<file path="config.mk">
export PLATFORM = sky130hd
export DESIGN_NAME = iso8601_timestamp_validator_top_flat
export DESIGN_NICKNAME = d
export VERILOG_FILES = /design/src/sv/itsv_pkg.sv /design/src/sv/itsv_in_if.sv /design/src/sv/itsv_out_if.sv /design/src/sv/itsv_date_check.sv /design/src/sv/iso8601_timestamp_validator_top.sv /design/src/flat_wrapper.sv
export SDC_FILE = /design/constraint.sdc
export NUM_CORES = 1
export LEC_CHECK = 0
export ABC_AREA = 1
export BUFFER_PORTS_ARGS = -buffer_cell sky130_fd_sc_hd__buf_4
export CAP_MARGIN = 20
export CELL_PAD_IN_SITES_DETAIL_PLACEMENT = 1
export CELL_PAD_IN_SITES_GLOBAL_PLACEMENT = 1
export CORE_MARGIN = 5
export CORE_UTILIZATION = 47
export CTS_CLUSTER_SIZE = 8
export DETAILED_ROUTE_END_ITERATION = 16
export MAX_ROUTING_LAYER = met4
export PLACE_DENSITY_LB_ADDON = 0.1
export RECOVER_POWER = 50
export SLEW_MARGIN = 10
export SYNTH_ARGS = -nofsm -noshare
export SYNTH_HDL_FRONTEND = slang
export SYNTH_HIERARCHICAL = 1
export SYNTH_SLANG_ARGS = --single-unit
</file>
<file path="constraint.sdc">
create_clock -name clk -period 2.9 [get_ports clk]
set_clock_uncertainty 0.1 [all_clocks]
set_input_delay 0.145 -clock clk [delete_from_list [all_inputs] [get_ports clk]]
set_output_delay 0.145 -clock clk [all_outputs]
set_load 0.005 [all_outputs]
</file>
<file path="src/sv/itsv_pkg.sv">
package itsv_pkg;

	// field widths of the parsed timestamp
	localparam int YEAR_W  = 14;
	localparam int FIELD_W = 7;

	// fixed characters of the form YYYY-MM-DDTHH:MM:SSZ
	localparam logic [7:0] CH_DASH  = 8'h2D;
	localparam logic [7:0] CH_COLON = 8'h3A;
	localparam logic [7:0] CH_T     = 8'h54;
	localparam logic [7:0] CH_Z     = 8'h5A;

	// parsed fields of one timestamp
	typedef struct packed {
		logic [YEAR_W-1:0]  year;
		logic [FIELD_W-1:0] month;
		logic [FIELD_W-1:0] day;
		logic [FIELD_W-1:0] hour;
		logic [FIELD_W-1:0] minute;
		logic [FIELD_W-1:0] second;
	} itsv_fields_t;

endpackage

</file>
<file path="src/sv/itsv_in_if.sv">
interface itsv_in_if;
	import itsv_pkg::*;

	logic       valid;
	logic       ready;
	logic [7:0] char_code;
	logic       is_final;

	modport source(output valid, char_code, is_final, input ready);
	modport sink(input valid, char_code, is_final, output ready);

endinterface

</file>
<file path="src/sv/itsv_out_if.sv">
interface itsv_out_if;
	import itsv_pkg::*;

	logic               valid;
	logic               ready;
	logic               valid_res;
	logic [YEAR_W-1:0]  year_value;
	logic [FIELD_W-1:0] month_value;
	logic [FIELD_W-1:0] day_value;
	logic [FIELD_W-1:0] hour_value;
	logic [FIELD_W-1:0] minute_value;
	logic [FIELD_W-1:0] second_value;

	modport source(output valid, valid_res, year_value, month_value, day_value, hour_value,
		minute_value, second_value, input ready);
	modport sink(input valid, valid_res, year_value, month_value, day_value, hour_value,
		minute_value, second_value, output ready);

endinterface

</file>
<file path="src/sv/itsv_date_check.sv">
module itsv_date_check (
	input  itsv_pkg::itsv_fields_t  fields,
	input  logic [itsv_pkg::FIELD_W-1:0] year_hi,
	input  logic [itsv_pkg::FIELD_W-1:0] year_lo,
	output logic                    date_ok
);
	import itsv_pkg::*;

	localparam logic [YEAR_W-1:0] YEAR_MIN = YEAR_W'(1000);
	localparam logic [YEAR_W-1:0] YEAR_MAX = YEAR_W'(9999);

	logic              leap;
	logic [FIELD_W-1:0] day_limit;
	logic              year_ok;
	logic              month_ok;
	logic              time_ok;

	// gregorian leap test from the two low digits and the century digits
	assign leap = (year_lo != '0) ? (year_lo[1:0] == 2'b00) : (year_hi[1:0] == 2'b00);

	// length of the month
	always_comb begin
		unique case (fields.month) inside
			FIELD_W'(2):                                     day_limit = leap ? FIELD_W'(29)
			                                                                   : FIELD_W'(28);
			FIELD_W'(4), FIELD_W'(6), FIELD_W'(9), FIELD_W'(11): day_limit = FIELD_W'(30);
			default:                                         day_limit = FIELD_W'(31);
		endcase
	end

	// range checks
	assign year_ok  = (fields.year >= YEAR_MIN) && (fields.year <= YEAR_MAX);
	assign month_ok = (fields.month >= FIELD_W'(1)) && (fields.month <= FIELD_W'(12));
	assign time_ok  = (fields.hour <= FIELD_W'(23)) && (fields.minute <= FIELD_W'(59))
		&& (fields.second <= FIELD_W'(59));
	assign date_ok  = year_ok && month_ok && time_ok && (fields.day >= FIELD_W'(1))
		&& (fields.day <= day_limit);

endmodule

</file>
<file path="src/sv/iso8601_timestamp_validator_top.sv">
// Checks a timestamp string of the form YYYY-MM-DDTHH:MM:SSZ that arrives one character per
// word on the chars channel, the last character marked by is_final. One result word leaves on
// the results channel for every final character: valid_res and the parsed fields, all fields
// zero when the string is not a valid UTC timestamp (wrong length, misplaced character, field
// out of range, or day past the end of its month with Gregorian leap years). The block takes
// one character every clock; a character passes an input register and the checking logic, and a
// result word is held in the result register until it is taken. Input stalls only when a final
// character waits for the result register while the previous result is still not taken.
module iso8601_timestamp_validator_top (
	input  logic  clk,
	input  logic  arst_n,
	itsv_in_if.sink    chars,
	itsv_out_if.source results
);
	import itsv_pkg::*;

	localparam logic [4:0] LAST_POS = 5'd19;
	localparam logic [4:0] POS_MAX  = 5'd31;

	typedef enum logic [2:0] {
		FS_NONE, FS_YEAR_HI, FS_YEAR_LO, FS_MONTH, FS_DAY, FS_HOUR, FS_MINUTE, FS_SECOND
	} field_sel_t;

	// input register
	logic       valid_s1;
	logic [7:0] char_s1;
	logic       final_s1;

	// parser state
	logic [4:0]         pos_q;
	logic               fmt_ok_q;
	itsv_fields_t       acc_q;
	logic [FIELD_W-1:0] year_hi_q;
	logic [FIELD_W-1:0] year_lo_q;

	// result register
	logic               out_valid_q;
	logic               res_ok_q;
	itsv_fields_t       res_q;

	logic       out_free;
	logic       s1_go;
	field_sel_t fsel;
	logic       is_sep;
	logic [7:0] sep_char;
	logic       is_digit;
	logic [3:0] digit;
	logic       char_bad;
	logic       date_ok;
	logic       str_ok;

	function automatic logic [FIELD_W-1:0] acc7(input logic [FIELD_W-1:0] a,
		input logic [3:0] d);
		logic [FIELD_W+3:0] t;
		t = {1'b0, a, 3'b000} + {3'b000, a, 1'b0} + {{FIELD_W{1'b0}}, d};
		return t[FIELD_W-1:0];
	endfunction

	function automatic logic [YEAR_W-1:0] acc14(input logic [YEAR_W-1:0] a,
		input logic [3:0] d);
		logic [YEAR_W+3:0] t;
		t = {1'b0, a, 3'b000} + {3'b000, a, 1'b0} + {{YEAR_W{1'b0}}, d};
		return t[YEAR_W-1:0];
	endfunction

	// handshake: a non-final word always moves on, a final one needs the result register
	assign out_free    = !out_valid_q || results.ready;
	assign s1_go       = valid_s1 && (!final_s1 || out_free);
	assign chars.ready = !valid_s1 || s1_go;

	always_ff @(posedge clk or negedge arst_n) begin
		if (!arst_n) begin
			valid_s1 <= 1'b0;
		end else if (chars.ready) begin
			valid_s1 <= chars.valid;
		end
	end

	always_ff @(posedge clk) begin
		if (chars.ready && chars.valid) begin
			char_s1  <= chars.char_code;
			final_s1 <= chars.is_final;
		end
	end

	// position decoder
	always_comb begin
		fsel     = FS_NONE;
		is_sep   = 1'b0;
		sep_char = CH_DASH;
		unique case (pos_q) inside
			5'd0, 5'd1:   fsel = FS_YEAR_HI;
			5'd2, 5'd3:   fsel = FS_YEAR_LO;
			5'd4, 5'd7:   is_sep = 1'b1;
			5'd5, 5'd6:   fsel = FS_MONTH;
			5'd8, 5'd9:   fsel = FS_DAY;
			5'd10: begin
				is_sep   = 1'b1;
				sep_char = CH_T;
			end
			5'd11, 5'd12: fsel = FS_HOUR;
			5'd13, 5'd16: begin
				is_sep   = 1'b1;
				sep_char = CH_COLON;
			end
			5'd14, 5'd15: fsel = FS_MINUTE;
			5'd17, 5'd18: fsel = FS_SECOND;
			5'd19: begin
				is_sep   = 1'b1;
				sep_char = CH_Z;
			end
			default:      fsel = FS_NONE;
		endcase
	end

	// character class
	assign is_digit = (char_s1[7:4] == 4'h3) && (char_s1[3:0] <= 4'd9);
	assign digit    = char_s1[3:0];
	assign char_bad = is_sep ? (char_s1 != sep_char)
		: ((fsel == FS_NONE) || !is_digit);

	// field checks on the collected values; no field changes at the last position
	itsv_date_check u_date_check (
		.fields  (acc_q),
		.year_hi (year_hi_q),
		.year_lo (year_lo_q),
		.date_ok (date_ok)
	);

	assign str_ok = fmt_ok_q && !char_bad && (pos_q == LAST_POS) && date_ok;

	// parser state update
	always_ff @(posedge clk or negedge arst_n) begin
		if (!arst_n) begin
			pos_q     <= '0;
			fmt_ok_q  <= 1'b1;
			acc_q     <= '0;
			year_hi_q <= '0;
			year_lo_q <= '0;
		end else if (s1_go) begin
			if (final_s1) begin
				pos_q     <= '0;
				fmt_ok_q  <= 1'b1;
				acc_q     <= '0;
				year_hi_q <= '0;
				year_lo_q <= '0;
			end else begin
				if (pos_q != POS_MAX) begin
					pos_q <= pos_q + 5'd1;
				end
				if (char_bad) begin
					fmt_ok_q <= 1'b0;
				end else begin
					case (fsel)
						FS_YEAR_HI: begin
							acc_q.year <= acc14(acc_q.year, digit);
							year_hi_q  <= acc7(year_hi_q, digit);
						end
						FS_YEAR_LO: begin
							acc_q.year <= acc14(acc_q.year, digit);
							year_lo_q  <= acc7(year_lo_q, digit);
						end
						FS_MONTH:  acc_q.month  <= acc7(acc_q.month, digit);
						FS_DAY:    acc_q.day    <= acc7(acc_q.day, digit);
						FS_HOUR:   acc_q.hour   <= acc7(acc_q.hour, digit);
						FS_MINUTE: acc_q.minute <= acc7(acc_q.minute, digit);
						FS_SECOND: acc_q.second <= acc7(acc_q.second, digit);
						default:   ;
					endcase
				end
			end
		end
	end

	// result register
	always_ff @(posedge clk or negedge arst_n) begin
		if (!arst_n) begin
			out_valid_q <= 1'b0;
		end else if (s1_go && final_s1) begin
			out_valid_q <= 1'b1;
		end else if (results.ready) begin
			out_valid_q <= 1'b0;
		end
	end

	always_ff @(posedge clk) begin
		if (s1_go && final_s1) begin
			res_ok_q <= str_ok;
			res_q    <= str_ok ? acc_q : '0;
		end
	end

	assign results.valid        = out_valid_q;
	assign results.valid_res    = res_ok_q;
	assign results.year_value   = res_q.year;
	assign results.month_value  = res_q.month;
	assign results.day_value    = res_q.day;
	assign results.hour_value   = res_q.hour;
	assign results.minute_value = res_q.minute;
	assign results.second_value = res_q.second;

`ifndef SYNTH
	// a valid result carries a real month and day
	a_valid_fields: assert property (@(posedge clk) disable iff (!arst_n)
		results.valid && results.valid_res |-> results.month_value >= FIELD_W'(1)
		&& results.month_value <= FIELD_W'(12) && results.day_value >= FIELD_W'(1)
		&& results.day_value <= FIELD_W'(31))
		else $error("valid result with month or day out of range");

	// an invalid result carries zero fields
	a_invalid_zero: assert property (@(posedge clk) disable iff (!arst_n)
		results.valid && !results.valid_res |-> res_q == '0)
		else $error("invalid result with nonzero fields");

	// parser restarts after a final character
	a_restart: assert property (@(posedge clk) disable iff (!arst_n)
		s1_go && final_s1 |=> pos_q == '0 && fmt_ok_q && acc_q == '0)
		else $error("parser state not cleared after final character");

	// input stalls only behind a final character waiting for the result register
	a_stall_cause: assert property (@(posedge clk) disable iff (!arst_n)
		!chars.ready |-> valid_s1 && final_s1 && out_valid_q && !results.ready)
		else $error("input stalled without a pending result");
`endif

endmodule
</file>
<file path="src/flat_wrapper.sv">
// flat-port wrapper written by rule: the top's interface ports become plain ports
module iso8601_timestamp_validator_top_flat import itsv_pkg::*;
  (clk, arst_n, chars_valid, chars_char_code, chars_is_final, chars_ready, results_valid, results_valid_res, results_year_value, results_month_value, results_day_value, results_hour_value, results_minute_value, results_second_value, results_ready);
  itsv_in_if chars_i ();
  itsv_out_if results_i ();
  input  logic clk;
  input  logic arst_n;
  input wire logic [$bits(chars_i.valid)-1:0] chars_valid;
  input wire logic [$bits(chars_i.char_code)-1:0] chars_char_code;
  input wire logic [$bits(chars_i.is_final)-1:0] chars_is_final;
  output wire logic [$bits(chars_i.ready)-1:0] chars_ready;
  output wire logic [$bits(results_i.valid)-1:0] results_valid;
  output wire logic [$bits(results_i.valid_res)-1:0] results_valid_res;
  output wire logic [$bits(results_i.year_value)-1:0] results_year_value;
  output wire logic [$bits(results_i.month_value)-1:0] results_month_value;
  output wire logic [$bits(results_i.day_value)-1:0] results_day_value;
  output wire logic [$bits(results_i.hour_value)-1:0] results_hour_value;
  output wire logic [$bits(results_i.minute_value)-1:0] results_minute_value;
  output wire logic [$bits(results_i.second_value)-1:0] results_second_value;
  input wire logic [$bits(results_i.ready)-1:0] results_ready;
  assign chars_i.valid = chars_valid;
  assign chars_i.char_code = chars_char_code;
  assign chars_i.is_final = chars_is_final;
  assign chars_ready = chars_i.ready;
  assign results_valid = results_i.valid;
  assign results_valid_res = results_i.valid_res;
  assign results_year_value = results_i.year_value;
  assign results_month_value = results_i.month_value;
  assign results_day_value = results_i.day_value;
  assign results_hour_value = results_i.hour_value;
  assign results_minute_value = results_i.minute_value;
  assign results_second_value = results_i.second_value;
  assign results_i.ready = results_ready;
  iso8601_timestamp_validator_top u_core (.clk(clk), .arst_n(arst_n), .chars(chars_i), .results(results_i));
endmodule
</file>
# After elaboration in Yosys (flattened, before gate mapping)

Cells that the tools add are included.

Bits in registers: 125
Output and inout port bits: 52
Logic and storage cells: 171

Add/sub/neg operators: 17
Multiplexer cells: 27
Equal/unequal tests: 35
Reductions and logical operators: 61
Magnitude comparators: 10

Operators with widths:

| operator                                                        | number |
|---|---|
| 2-to-1 mux 49 bit                                               | 2 |
| 2-to-1 mux 7 bit                                                | 8 |
| adder 7 x 4 -> 7 bit                                            | 6 |
| adder 7 bit                                                     | 6 |
| equality test 5 x 4 -> 1 bit (second input constant)            | 8 |
| AND reduction 3 bit                                             | 8 |
| nonzero test 2 bit                                              | 11 |
| one-hot mux 3 bit (7 select lines)                              | 1 |
| one-hot mux 7 bit (3 select lines)                              | 1 |
| equality test 5 x 3 -> 1 bit (second input constant)            | 4 |
| equality test 5 bit (second input constant)                     | 4 |
| OR reduction 2 bit                                              | 9 |
| logical AND 1 bit                                               | 15 |
| adder 14 bit                                                    | 1 |
| adder 14 x 4 -> 14 bit                                          | 1 |
| equality test 7 x 3 -> 1 bit (second input constant)            | 2 |
| equality test 7 x 4 -> 1 bit (second input constant)            | 2 |
| >= comparator 14 x 10 -> 1 bit (second input constant)          | 1 |
| >= comparator 7 x 1 -> 1 bit (second input constant)            | 2 |
| less-or-equal comparator 14 bit (second input constant)         | 1 |
| less-or-equal comparator 7 x 6 -> 1 bit (second input constant) | 2 |
| 2-to-1 mux 14 bit                                               | 1 |
| equality test 3 bit (second input constant)                     | 4 |
| equality test 5 x 2 -> 1 bit (second input constant)            | 2 |
| 28 further kinds                                                | 48 |

# Depth between registers and ports, before layout

Gate-level depths: netlist of the first run.

Depth after elaboration: 10
Depth in mapped cells: 17

# By module

The synthesis of the first run kept the hierarchy.

By module, submodules not included:

| module                          | times used | area an instance (µm²) | cells each | sequential area each (µm²) |
|---|---|---|---|---|
| iso8601_timestamp_validator_top | 1          | 8176.6                 | 891        | 3549.7 |
| itsv_date_check                 | 1          | 387.9                  | 87         | 0.0 |

# Least setup slack after synthesis of the first run

No wires, ideal clock.

Path kind: reg2reg
Start: reg u_core.final_s1
End: reg u_core.res_q (netlist bit u_core/results.day_value[0]) (enable)
Slack: 264 ps
Arrival: 2132 ps
Data required time: 2396 ps
Path buffers: 2
Stages on the path, launching flop included: 8
Period minus slack after synthesis: 2636 ps
Cells stage by stage: edfxtp_1 -> buf_2 -> nand3_1 -> nand2_1 -> clkinv_1 -> nand2_1 -> clkbuf_1 -> inv_1

Word-level cells in the longest chain between the ends: 4

RTL lines:

| item                   | RTL line                               | text |
|---|---|---|
| start, declared        | iso8601_timestamp_validator_top.sv:27  | `logic final_s1;` |
| start signal, assigned | iso8601_timestamp_validator_top.sv:82  | `final_s1 <= chars.is_final;` |
| zero test 1 bit        | iso8601_timestamp_validator_top.sv:68  | `assign s1_go = valid_s1 && (!final_s1 \|\| out_free);` |
| logical OR 1 bit       | iso8601_timestamp_validator_top.sv:68  |  |
| logical AND 1 bit      | iso8601_timestamp_validator_top.sv:68  |  |
| logical AND 1 bit *    | iso8601_timestamp_validator_top.sv:187 | `if (s1_go && final_s1) begin` |
| end signal, assigned   | iso8601_timestamp_validator_top.sv:189 | `res_q <= str_ok ? acc_q : '0;` |
| end, declared          | iso8601_timestamp_validator_top.sv:39  | `itsv_fields_t res_q;` |

Every way passes the cells marked *; elsewhere a longest branch is shown, timed or not.
A chain may end at the register's enable or synchronous reset.

# Worst setup path in the final report of the first run

Start: reg u_core.char_s1[3]
End: reg u_core/acc_q[34] (netlist name)

Word-level cells in the longest chain between the ends: 7
Elaborated cells between the ends (all ways): 12
Those cells by class: add/sub (1); order compare (1); eq/ne (2); mux (4); reduce/logical (4)

RTL lines:

| item                             | RTL line                               | text |
|---|---|---|
| start, declared                  | iso8601_timestamp_validator_top.sv:26  | `logic [7:0] char_s1;` |
| start signal, assigned           | iso8601_timestamp_validator_top.sv:81  | `char_s1 <= chars.char_code;` |
| less-or-equal comparator 4 bit   | iso8601_timestamp_validator_top.sv:117 | `assign is_digit = (char_s1[7:4] == 4'h3) && (char_s1[3:0] <= 4'd9);` |
| logical AND 1 bit                | iso8601_timestamp_validator_top.sv:117 |  |
| zero test 1 bit                  | iso8601_timestamp_validator_top.sv:120 | `: ((fsel == FS_NONE) \|\| !is_digit);` |
| logical OR 1 bit                 | iso8601_timestamp_validator_top.sv:120 |  |
| 2-to-1 mux 1 bit                 | iso8601_timestamp_validator_top.sv:119 | `assign char_bad = is_sep ? (char_s1 != sep_char)` |
| != test 2 x 1 -> 1 bit (no line) | n/a                                    |  |
| AND reduction 3 bit (no line)    | n/a                                    |  |
| end, declared                    | iso8601_timestamp_validator_top.sv:32  | `itsv_fields_t acc_q;` |

Parallel ways exist; a longest one is shown, timed or not. The select of a mux whose other input is x is not followed.

==> results_dict.tcl, run 1 <==
set metrics [dict create \
    run_status "complete, but fails checks" \
    failing_checks "capacitance limit, slew limit" \
    number_of_instances_on_the_worst_hold_path 2 \
    hold_ws_ps 365.1 \
    drtAntennaViolNets 0 \
    critical_path.reg2reg.endpoint "u_core/acc_q[34]$_DFFE_PN0P_" \
    cp_data_arrival_time_ps 2940 \
    layout_setup_ws_ps 162.0 \
    cts-buffers-inserted 17 \
    syn_avg_cell_area_um2 8.769 \
    post_cts_clock_slew_at_the_launch_and_capture_registers_of_the_worst_setup_and_hold_paths_ps 60 \
    worst-r2r-cell-count 9 \
    die_y_um 141.7 \
    drtIter0Drc 269 \
    max_clock_freq_mhz 365.2 \
    syn-num-nets 1036 \
    cts_tree "built" \
    worst_skew_pair.late_latency_ps 420 \
    postPlaceCellArea_um2 8941 \
    grt_pass1_wl_um 34980 \
    worst_setup_path_start_kind "flop" \
    synth-warning-count 6 \
    vias 6539 \
    final_period_minus_worst_setup_slack_ps 2738 \
    grt_max_degree 67 \
    cts_sinks 125 \
    netlist_area_um2 8155 \
    power_per_cell_area_nw_per_um2 653.4 \
    antenna_found_initial 0 \
    io_pins 65 \
    finalNonFillerCells 1263 \
    first_pass_iters 4 \
    min_delay_worst_endpoint "u_core/char_s1[1]$_DFFE_PP_" \
    slew-limit-headroom_pct -19.62 \
    hold_viol 0 \
    routed_wl_um 20550 \
    hpwlAfterDp_um 14750 \
    maxSlewViolCount 67 \
    tot_gr_track_use_pct 22.48 \
    timing_worst_slew_pin_value_ps 1794 \
    fp.dieArea_um2 20090 \
    total_area_of_multi_input_combinational_cells_um2 4050 \
    min_from "chars_char_code[1]" \
    drcViolationCount 0 \
    cts_resized 0 \
    area_growth_syn_to_layout_pct 18.92 \
    unrepaired_setup_endpoints_after_global_routing "false" \
    syn_inst 930 \
    setup_viol 0 \
    cts-hold-fix-buffers 13 \
    port-buffer-count 64 \
    die-width_um 141.7 \
    r2r-start "u_core/char_s1[3]$_DFFE_PP_" \
    capturing_element_type_of_the_critical_path "flop" \
    leakage_nw 4.633 \
    drive_above_1_share_pct 15.80 \
    dpl_worst_slack_ps 218.8 \
    worst_hold_path_type "input port to flop" \
    design_power_total_mw 6.337 \
    ir_drop_mv 0.4013 \
    cts_root_buffer "sky130_fd_sc_hd__clkbuf_16" \
    setup.reg_to_reg.worst_slack_ps 160 \
    crit_fanout 3 \
    ff_latch_area_um2 3425 \
    final_cell_area_um2 9698 \
    core.rowCount 48 \
    timing.max_cap.violations 1 \
    core_region_area_um2 17180 \
    global_route.overflow_total 0 \
    route.detailed.vias_per_inst 5.177 \
    insertedDiodeCount 0 \
    placed_cells_incl_taps 1218 \
    route.detailed.wl_per_inst_um 16.27 \
    clock_tree.buffer_depth 2 \
    gp_congestion 0.8561 \
    cts_htree_levels 4 \
    timing_worst_setup_path_type "flop to flop" \
    design.final.nets 1131 \
    timing.critical_path.required_ps 3100 \
    post-cts-setup-buffer-count 0 \
    postLayoutCoreUtil_pct 56.46 \
    fillCellCount 2060 \
    via_count_of_the_first_global_routing_pass 7044 \
    start_util_pct 47.48 \
    period_share_pct 94.41 \
    setup-tns-final_ps 0 \
]
[how the worst max path moves through the flow]
stage / startpoint / slack (ps) / cells past startpoint / to
after global placement: u_core/char_s1[3]$_DFFE_PP_ / 280 / 9 / u_core/acc_q[34]$_DFFE_PN0P_
after detailed placement: u_core/char_s1[3]$_DFFE_PP_ / 220 / 9 / u_core/acc_q[27]$_DFFE_PN0P_
after floorplan: u_core/final_s1$_DFFE_PP_ / 270 / 7 / u_core/results.day_value[0]$_SDFFCE_PN0P_
after global routing: u_core/pos_q[0]$_DFFE_PN0P_ / 20 / 13 / u_core/acc_q[0]$_DFFE_PN0P_
final: u_core/char_s1[3]$_DFFE_PP_ / 160 / 9 / u_core/acc_q[34]$_DFFE_PN0P_
after CTS: u_core/char_s1[3]$_DFFE_PP_ / 130 / 9 / u_core/acc_q[20]$_DFFE_PN0P_
[sequential cells by signal, summed over array words and instances, names as in the netlist]
signal / flops
u_core/acc_q: 49
u_core/results.year_value: 14
u_core/char_s1: 8
u_core/results.day_value: 7
u_core/results.hour_value: 7
u_core/results.minute_value: 7
u_core/results.month_value: 7
u_core/results.second_value: 7
u_core/year_lo_q: 7
u_core/pos_q: 5
u_core/year_hi_q: 2
u_core/final_s1: 1
u_core/fmt_ok_q: 1
u_core/results.valid: 1
u_core/results.valid_res: 1
u_core/valid_s1: 1
[where the power goes]
group          internal [mW]  switching, mW
Combinational          0.676           1.05
Sequential              2.05          0.230
Clock                   1.54          0.794
[cell type report]
class | instances | area share (%)
Timing Repair Buffer | 101 | 8.283
Multi-Input combinational cell | 647 | 41.76
Sequential cell | 125 | 35.31
Tap cell | 225 | 2.903
Clock inverter | 12 | 1.987
Clock buffer | 20 | 4.606
Inverter | 133 | 5.148
[worst max-delay path, cell delays in order, from the launching register on]
cell	delay [ps]
sky130_fd_sc_hd__edfxtp_1	510
sky130_fd_sc_hd__buf_4	220
sky130_fd_sc_hd__fa_1	570
sky130_fd_sc_hd__inv_1	70
sky130_fd_sc_hd__fa_1	470
sky130_fd_sc_hd__o21ai_0	260
sky130_fd_sc_hd__xor2_1	210
sky130_fd_sc_hd__nor2_1	60
sky130_fd_sc_hd__nand4_1	100
sky130_fd_sc_hd__nand2_1	60
[per-layer routing]
layer	track usage, %	up-vias	wire length (µm)
met5	-	-	0
met1	27.25	3213	9320
met2	39.12	88	10510
li1	-	3222	-
met3	4.280	16	553
met4	4.949	0	169
[placed cells by master, fill, tap and decap left out, drive strengths merged, types with 3 or more instances in the layout]
| master | n |
|---|---|
| nand2 | 208 |
| inv | 129 |
| nor2 | 119 |
| clkbuf | 85 |
| ha | 79 |
| nand3 | 70 |
| dfrtp | 65 |
| edfxtp | 59 |
| nand4 | 34 |
| o21ai | 33 |
| a21oi | 28 |
| xor2 | 24 |
| buf | 23 |
| xnor2 | 18 |
| fa | 14 |
| dlygate4sd3 | 13 |
| nor3 | 9 |
| clkinv | 9 |
| bufinv | 5 |
| nand3b | 3 |
Note: power is estimated with default switching activity, not from simulation.
==> run 2, diff against run 1 <==
CELL_PAD_IN_SITES_DETAIL_PLACEMENT = default   (was 1)
CELL_PAD_IN_SITES_GLOBAL_PLACEMENT = default   (was 1)
CORE_UTILIZATION = 51   (was 47)
PLACE_DENSITY = 0.69   (was default)
PLACE_DENSITY_LB_ADDON = default   (was 0.1)
==> run 2 against run 1 <==
  * The flow still finishes with violations (capacitance limit, slew limit)
  * Clock power shrank 15%
  * Power shrank 6.9%
  * Via count shrank 4.0%
  * First-iteration DRC count grew 41%
  * Core utilization grew 4.3 points
  * Register-to-register slack gained 80 ps
  * Non-clock buffer count shrank 1
  * Critical endpoint unchanged
==> results_dict.tcl, run 2 (synthesized netlist as in run 1, its figures left out) <==
set metrics [dict create \
    timing.critical_path.required_ps 3100 \
    placed_cells_incl_taps 1204 \
    cts_resized 0 \
    cts-buffers-inserted 17 \
    gp_congestion 0.9180 \
    die_y_um 136.5 \
    port-buffer-count 64 \
    core.rowCount 46 \
    slew-limit-headroom_pct -16.71 \
    routed_wl_um 17120 \
    hpwlAfterDp_um 12350 \
    setup_viol 0 \
    grt_pass1_wl_um 28990 \
    die-width_um 136.5 \
    postLayoutCoreUtil_pct 60.79 \
    fillCellCount 1410 \
    global_route.overflow_total 0 \
    run_status "complete, but fails checks" \
    dpl_worst_slack_ps 278.3 \
    route.detailed.wl_per_inst_um 13.66 \
    drtAntennaViolNets 0 \
    timing_worst_setup_path_type "flop to flop" \
    core_region_area_um2 15770 \
    insertedDiodeCount 0 \
    worst_setup_path_start_kind "flop" \
    hold_ws_ps 355.2 \
    via_count_of_the_first_global_routing_pass 5962 \
    cp_data_arrival_time_ps 2870 \
    tot_gr_track_use_pct 20.40 \
    design.final.nets 1130 \
    layout_setup_ws_ps 237.7 \
    cts_tree "built" \
    leakage_nw 4.586 \
    hold_viol 0 \
    cts_sinks 125 \
    cts_htree_levels 4 \
    period_share_pct 91.80 \
    vias 6277 \
    timing_worst_slew_pin_value_ps 1751 \
    worst_hold_path_type "input port to flop" \
    drive_above_1_share_pct 15.33 \
    failing_checks "capacitance limit, slew limit" \
    cts_root_buffer "sky130_fd_sc_hd__clkbuf_16" \
    max_flop_register "u_core/acc_q" \
    maxSlewViolCount 67 \
    timing.max_cap.violations 1 \
    clock_tree.buffer_depth 2 \
    final_common_cell "sky130_fd_sc_hd__nand2_1" \
    worst_skew_pair.late_latency_ps 420 \
    postPlaceCellArea_um2 8905 \
    finalNonFillerCells 1253 \
    area_growth_syn_to_layout_pct 17.55 \
    drtIter0Drc 378 \
    grt_max_degree 67 \
    start_util_pct 51.71 \
    max_clock_freq_mhz 375.6 \
    layout.cells.most_common_list "197 x sky130_fd_sc_hd__nand2_1, 121 x sky130_fd_sc_hd__inv_1, 103 x sky130_fd_sc_hd__nor2_1, 79 x sky130_fd_sc_hd__ha_1, 65 x sky130_fd_sc_hd__dfrtp_1" \
    fp.dieArea_um2 18620 \
    final_period_minus_worst_setup_slack_ps 2662 \
    post_cts_clock_slew_at_the_launch_and_capture_registers_of_the_worst_setup_and_hold_paths_ps 50 \
    power_per_cell_area_nw_per_um2 615.3 \
    antenna_found_initial 0 \
    largest_register_ffs 49 \
    ir_drop_mv 0.4190 \
    io_pins 65 \
    design_power_total_mw 5.898 \
    first_pass_iters 5 \
    unrepaired_setup_endpoints_after_global_routing "false" \
    capturing_element_type_of_the_critical_path "flop" \
    drcViolationCount 0 \
    crit_fanout 3 \
    route.detailed.vias_per_inst 5.010 \
    setup-tns-final_ps 0 \
    final_cell_area_um2 9587 \
]
-- run 2: cell count changes in the layout (fill, tap and decap cells not counted) --
cell and delta:
sky130_fd_sc_hd__clkinv_4 -1, sky130_fd_sc_hd__clkinvlp_4 -1, sky130_fd_sc_hd__clkinv_2 +1, sky130_fd_sc_hd__clkinv_1 +1
sky130_fd_sc_hd__clkbuf_4 +1, sky130_fd_sc_hd__clkbuf_1 +3, sky130_fd_sc_hd__bufinv_16 -3, sky130_fd_sc_hd__clkbuf_8 -1
sky130_fd_sc_hd__buf_4 -1
-- run 2: what timing repair did --
item / 4_1_cts / 5_1_grt
buffers inserted: 0 / 4
endpoints found under the hold margin: 76 / 0
setup endpoints to repair: 0 / 2
hold buffers: 13 / 0
-- run 2: final cells by class --
type | instances | area (µm²) | share of cell area, %
inverter | 133 | 499.2 | 5.208
clock inverter | 9 | 95.09 | 0.9919
timing repair buffer | 100 | 799.5 | 8.340
multi-input combinational | 647 | 4050 | 42.25
tap | 216 | 270.3 | 2.819
sequential | 125 | 3425 | 35.72
clock buffer | 23 | 447.9 | 4.672
-- run 2: per-layer routing --
layer	part of all wire [%]	track usage, %	vias to the layer above
li1	-	-	3220
met1	45	26.60	2896
met2	48	32.55	141
met3	5.2	3.590	20
met4	1.7	6.551	0
met5	0	-	-
-- run 2: worst max-delay path: stages, from the launching register on --
cell and delay, ps:
sky130_fd_sc_hd__edfxtp_1 480, sky130_fd_sc_hd__buf_4 210, sky130_fd_sc_hd__fa_1 570, sky130_fd_sc_hd__inv_1 70, sky130_fd_sc_hd__fa_1 460, sky130_fd_sc_hd__o21ai_0 250
sky130_fd_sc_hd__xor2_1 180, sky130_fd_sc_hd__nor2_1 60, sky130_fd_sc_hd__nand4_1 110, sky130_fd_sc_hd__nand2_1 70
-- run 2: power breakdown --
part	total, mW	internal, mW	switching, mW
logic	1.63	0.660	0.969
registers	2.28	2.05	0.230
clock network	1.99	1.25	0.740
-- run 2: path summary, 6_finish.rpt --
| check | from | endpoint | slack, ps | cells after the start |
|---|---|---|---|---|
| max | u_core/char_s1[3]$_DFFE_PP_ | u_core/acc_q[34]$_DFFE_PN0P_ | 240 | 9 |
| min | chars_char_code[3] | u_core/char_s1[3]$_DFFE_PP_ | 360 | 2 |
| max reg2reg | u_core/char_s1[3]$_DFFE_PP_ | u_core/acc_q[34]$_DFFE_PN0P_ | 240 | 9 |
| min reg2reg | u_core/acc_q[20]$_DFFE_PN0P_ | u_core/acc_q[20]$_DFFE_PN0P_ | 400 | 2 |
| max in group asynchronous | arst_n | u_core/pos_q[2]$_DFFE_PN0P_ | 1020 | 2 |
| min in group asynchronous | arst_n | u_core/year_lo_q[2]$_DFFE_PN0P_ | 610 | 2 |
==> run 3, diff against run 2 <==
BUFFER_PORTS_ARGS = default   (was -buffer_cell sky130_fd_sc_hd__buf_4)
DONT_BUFFER_PORTS = 1   (was default)
PLACE_DENSITY = 0.66   (was 0.69)
SYNTH_HIERARCHICAL = default   (was 1)
==> run 3 against run 2 <==
  * The run still ends with capacitance limit, slew limit left
  * Critical endpoint is now u_core.results.hour_value[0]$_SDFFCE_PN0P_
  * Fmax increased by 0.66%
  * Routed wire length down 0.93%
  * Clock power hardly changed
  * Setup slack improved by 18 ps
  * Power shrank 13%
  * Critical path depth rose by 5
  * Sequential power is 6% lower
  * Combinational power decreased by 39%
  * Sequential cell count is the same
  * Global-route usage is 0.28 points higher
  * First-iteration DRC count fell by 2.6%
  * Largest cell class unchanged
  * Register-to-register slack improved by 20 ps
  * Largest power group unchanged
==> results_dict.tcl, run 3 <==
set metrics [dict create \
    route.detailed.vias_per_inst 5.458 \
    finalNonFillerCells 1083 \
    maxSlewViolCount 67 \
    postPlaceCellArea_um2 8122 \
    min_from "chars_char_code[7]" \
    max_clock_freq_mhz 378.1 \
    area_growth_syn_to_layout_pct 13.18 \
    maximum_cell_stage_delay_along_the_critical_path_ps 430 \
    timing_worst_setup_path_type "flop to flop" \
    core_region_area_um2 15090 \
    cts_sinks 125 \
    capturing_element_type_of_the_critical_path "flop" \
    insertedDiodeCount 0 \
    worst-r2r-cell-count 14 \
    clock_tree.buffer_depth 2 \
    fillCellCount 1290 \
    hold_viol 0 \
    setup_viol 0 \
    netlist_area_um2 7786 \
    port-buffer-count 0 \
    grt_pass1_wl_um 28760 \
    via_count_of_the_first_global_routing_pass 5869 \
    unrepaired_setup_endpoints_after_global_routing "false" \
    ys_types 43 \
    min_delay_worst_endpoint "u_core.char_s1[7]$_DFFE_PP_" \
    cts_root_buffer "sky130_fd_sc_hd__clkbuf_16" \
    prevailing_post_synth_register_cell "sky130_fd_sc_hd__dfrtp_1" \
    slew-limit-headroom_pct -13.20 \
    hold_ws_ps 245.4 \
    failing_checks "capacitance limit, slew limit" \
    antenna_found_initial 0 \
    first_pass_iters 5 \
    layout.cells.most_common_list "162 x sky130_fd_sc_hd__nand2_1, 93 x sky130_fd_sc_hd__inv_1, 78 x sky130_fd_sc_hd__ha_1, 65 x sky130_fd_sc_hd__dfrtp_1, 59 x sky130_fd_sc_hd__edfxtp_1" \
    worst_skew_pair.late_latency_ps 430 \
    tot_gr_track_use_pct 20.68 \
    cp_data_arrival_time_ps 2720 \
    power_per_cell_area_nw_per_um2 580.5 \
    final_period_minus_worst_setup_slack_ps 2645 \
    drive_above_1_share_pct 11.84 \
    gp_congestion 0.9177 \
    most_frequent_cell_after_synthesis "sky130_fd_sc_hd__nand2_1" \
    yosys_register_bits 125 \
    drcViolationCount 0 \
    leakage_nw 4.003 \
    ir_drop_mv 0.4449 \
    critical_path.reg2reg.endpoint "u_core.results.hour_value[0]$_SDFFCE_PN0P_" \
    synth-warning-count 0 \
    synth_top_cell_area_share_pct 22.75 \
    drtIter0Drc 368 \
    design.final.nets 987 \
    period_share_pct 91.20 \
    timing.critical_path.required_ps 2970 \
    netlist.top_cell.by_area "sky130_fd_sc_hd__edfxtp_1" \
    ys_async_sr_fraction_pct 52.80 \
    syn_inst 836 \
    syn_avg_cell_area_um2 9.314 \
    final_common_cell "sky130_fd_sc_hd__nand2_1" \
    drtAntennaViolNets 0 \
    hpwlAfterDp_um 12490 \
    crit_fanout 12 \
    synth.cells.most_frequent "162 x sky130_fd_sc_hd__nand2_1, 93 x sky130_fd_sc_hd__inv_1, 78 x sky130_fd_sc_hd__ha_1, 65 x sky130_fd_sc_hd__dfrtp_1, 59 x sky130_fd_sc_hd__edfxtp_1" \
    die-width_um 133.6 \
    placed_cells_incl_taps 1036 \
    routed_wl_um 16960 \
    r2r-start "u_core.acc_q[30]$_DFFE_PN0P_" \
    layout_setup_ws_ps 255.3 \
    total_area_of_multi_input_combinational_cells_um2 3911 \
    cp_num_buf_inv 2 \
    io_pins 65 \
    synth-edff-count 59 \
    timing.max_cap.violations 1 \
    final_cell_area_um2 8812 \
    post_cts_clock_slew_at_the_launch_and_capture_registers_of_the_worst_setup_and_hold_paths_ps 60 \
    design_power_total_mw 5.115 \
    global_route.overflow_total 0 \
    crit_path_leading_delay_family "simple AND/OR/NAND/NOR gates" \
    ff_latch_area_um2 3425 \
    worst_setup_path_start_kind "flop" \
    synth_sequential_area_ratio_pct 43.98 \
    largest_register_ffs 49 \
    route.detailed.wl_per_inst_um 15.66 \
    core.rowCount 45 \
    post_synth_main_area_contributors "sky130_fd_sc_hd__edfxtp_1 23%, sky130_fd_sc_hd__dfrtp_1 21%, sky130_fd_sc_hd__ha_1 13%" \
    max_flop_register "u_core.acc_q" \
    vias 5911 \
    post-cts-setup-buffer-count 0 \
    postLayoutCoreUtil_pct 58.40 \
    worst_hold_path_type "input port to flop" \
    grt_max_degree 67 \
    timing_worst_slew_pin_value_ps 1698 \
    cts-buffers-inserted 17 \
    number_of_instances_on_the_worst_hold_path 1 \
    cts_htree_levels 4 \
    timing.critical_path.cells "inv_1 > nand2_1 > nor3_1 > and2_1 > a21boi_0 > a41oi_1 > ha_1 > a21oi_1 > o2111ai_1 > nand3_1 > nor2_1 > nand3_4 > buf_4 > nor2_2" \
    dpl_worst_slack_ps 237.8 \
    setup-tns-final_ps 0 \
    run_status "complete, but fails checks" \
    fp.dieArea_um2 17840 \
    start_util_pct 51.60 \
    die_y_um 133.6 \
    cts_tree "built" \
    setup.reg_to_reg.worst_slack_ps 260 \
    timing.critical_path.slowest_stage_cell "sky130_fd_sc_hd__dfrtp_1" \
]
-- run 3: layout make-up --
| class | count | area share, % |
|---|---|---|
| inverters | 98 | 4.174 |
| clock buffers | 18 | 4.870 |
| flip-flops and latches | 125 | 38.86 |
| repair buffers | 36 | 3.677 |
| well taps | 188 | 2.669 |
| clock inverters | 14 | 1.363 |
| multi-input cells | 604 | 44.38 |
-- run 3: how the worst max path moves through the flow --
stage	start	endpoint	cells after the start
final	u_core.acc_q[30]$_DFFE_PN0P_	u_core.results.hour_value[0]$_SDFFCE_PN0P_	14
after CTS	u_core.acc_q[30]$_DFFE_PN0P_	u_core.results.hour_value[1]$_SDFFCE_PN0P_	14
after detailed placement	u_core.acc_q[30]$_DFFE_PN0P_	u_core.results.year_value[2]$_SDFFCE_PN0P_	14
after floorplan	u_core.pos_q[0]$_DFFE_PN0P_	u_core.results.day_value[0]$_SDFFCE_PN0P_	14
after global routing	u_core.pos_q[0]$_DFFE_PN0P_	u_core.acc_q[11]$_DFFE_PN0P_	13
after global placement	u_core.acc_q[30]$_DFFE_PN0P_	u_core.results.minute_value[1]$_SDFFCE_PN0P_	14
-- run 3: kinds of logic (layout without fill, tap and decap cells) --
logic type | Yosys count | after routing | share of synthesized area, %
buf+inv | 115 | 166 | 6.171
simple gates | 380 | 380 | 23.22
flops | 125 | 125 | 43.98
fa+ha+maj | 92 | 92 | 16.13
compound gates | 81 | 81 | 5.721
xor+xnor | 42 | 42 | 4.724
other cells | 1 | 9 | 0.04816
-- run 3: worst reg2reg max path: cells and delay by family (launching register included) --
kind | cells | cell delay (ps)
AO/OA/AOI/OAI | 4 | 500
adder cells (fa/ha/maj) | 1 | 290
buffers and inverters | 2 | 380
AND/OR/NAND/NOR | 7 | 700
flip-flops | 1 | 430
-- run 3: per-layer routing --
layer	GRT usage (%)	wire length, µm	vias up	share of wire, %
met2	32.22	7866	198	46
met1	25.74	7763	2756	46
met3	5.098	844	45	5.0
met4	8.971	484	0	2.9
li1	-	-	2912	-
met5	-	0	-	0
-- run 3: power breakdown --
group / switching, mW / total (mW) / internal, mW
sequential: 0.145 / 2.14 / 2.00
combinational: 0.603 / 0.989 / 0.386
clock: 0.809 / 1.98 / 1.17
total: 1.56 / 5.12 / 3.56
-- run 3: timing repair --
item / in CTS / in global routing
endpoints found under the hold margin: 77 / 0
endpoints found under the setup margin: 0 / 0
resized for setup: 0 / 0
hold buffers: 15 / 0
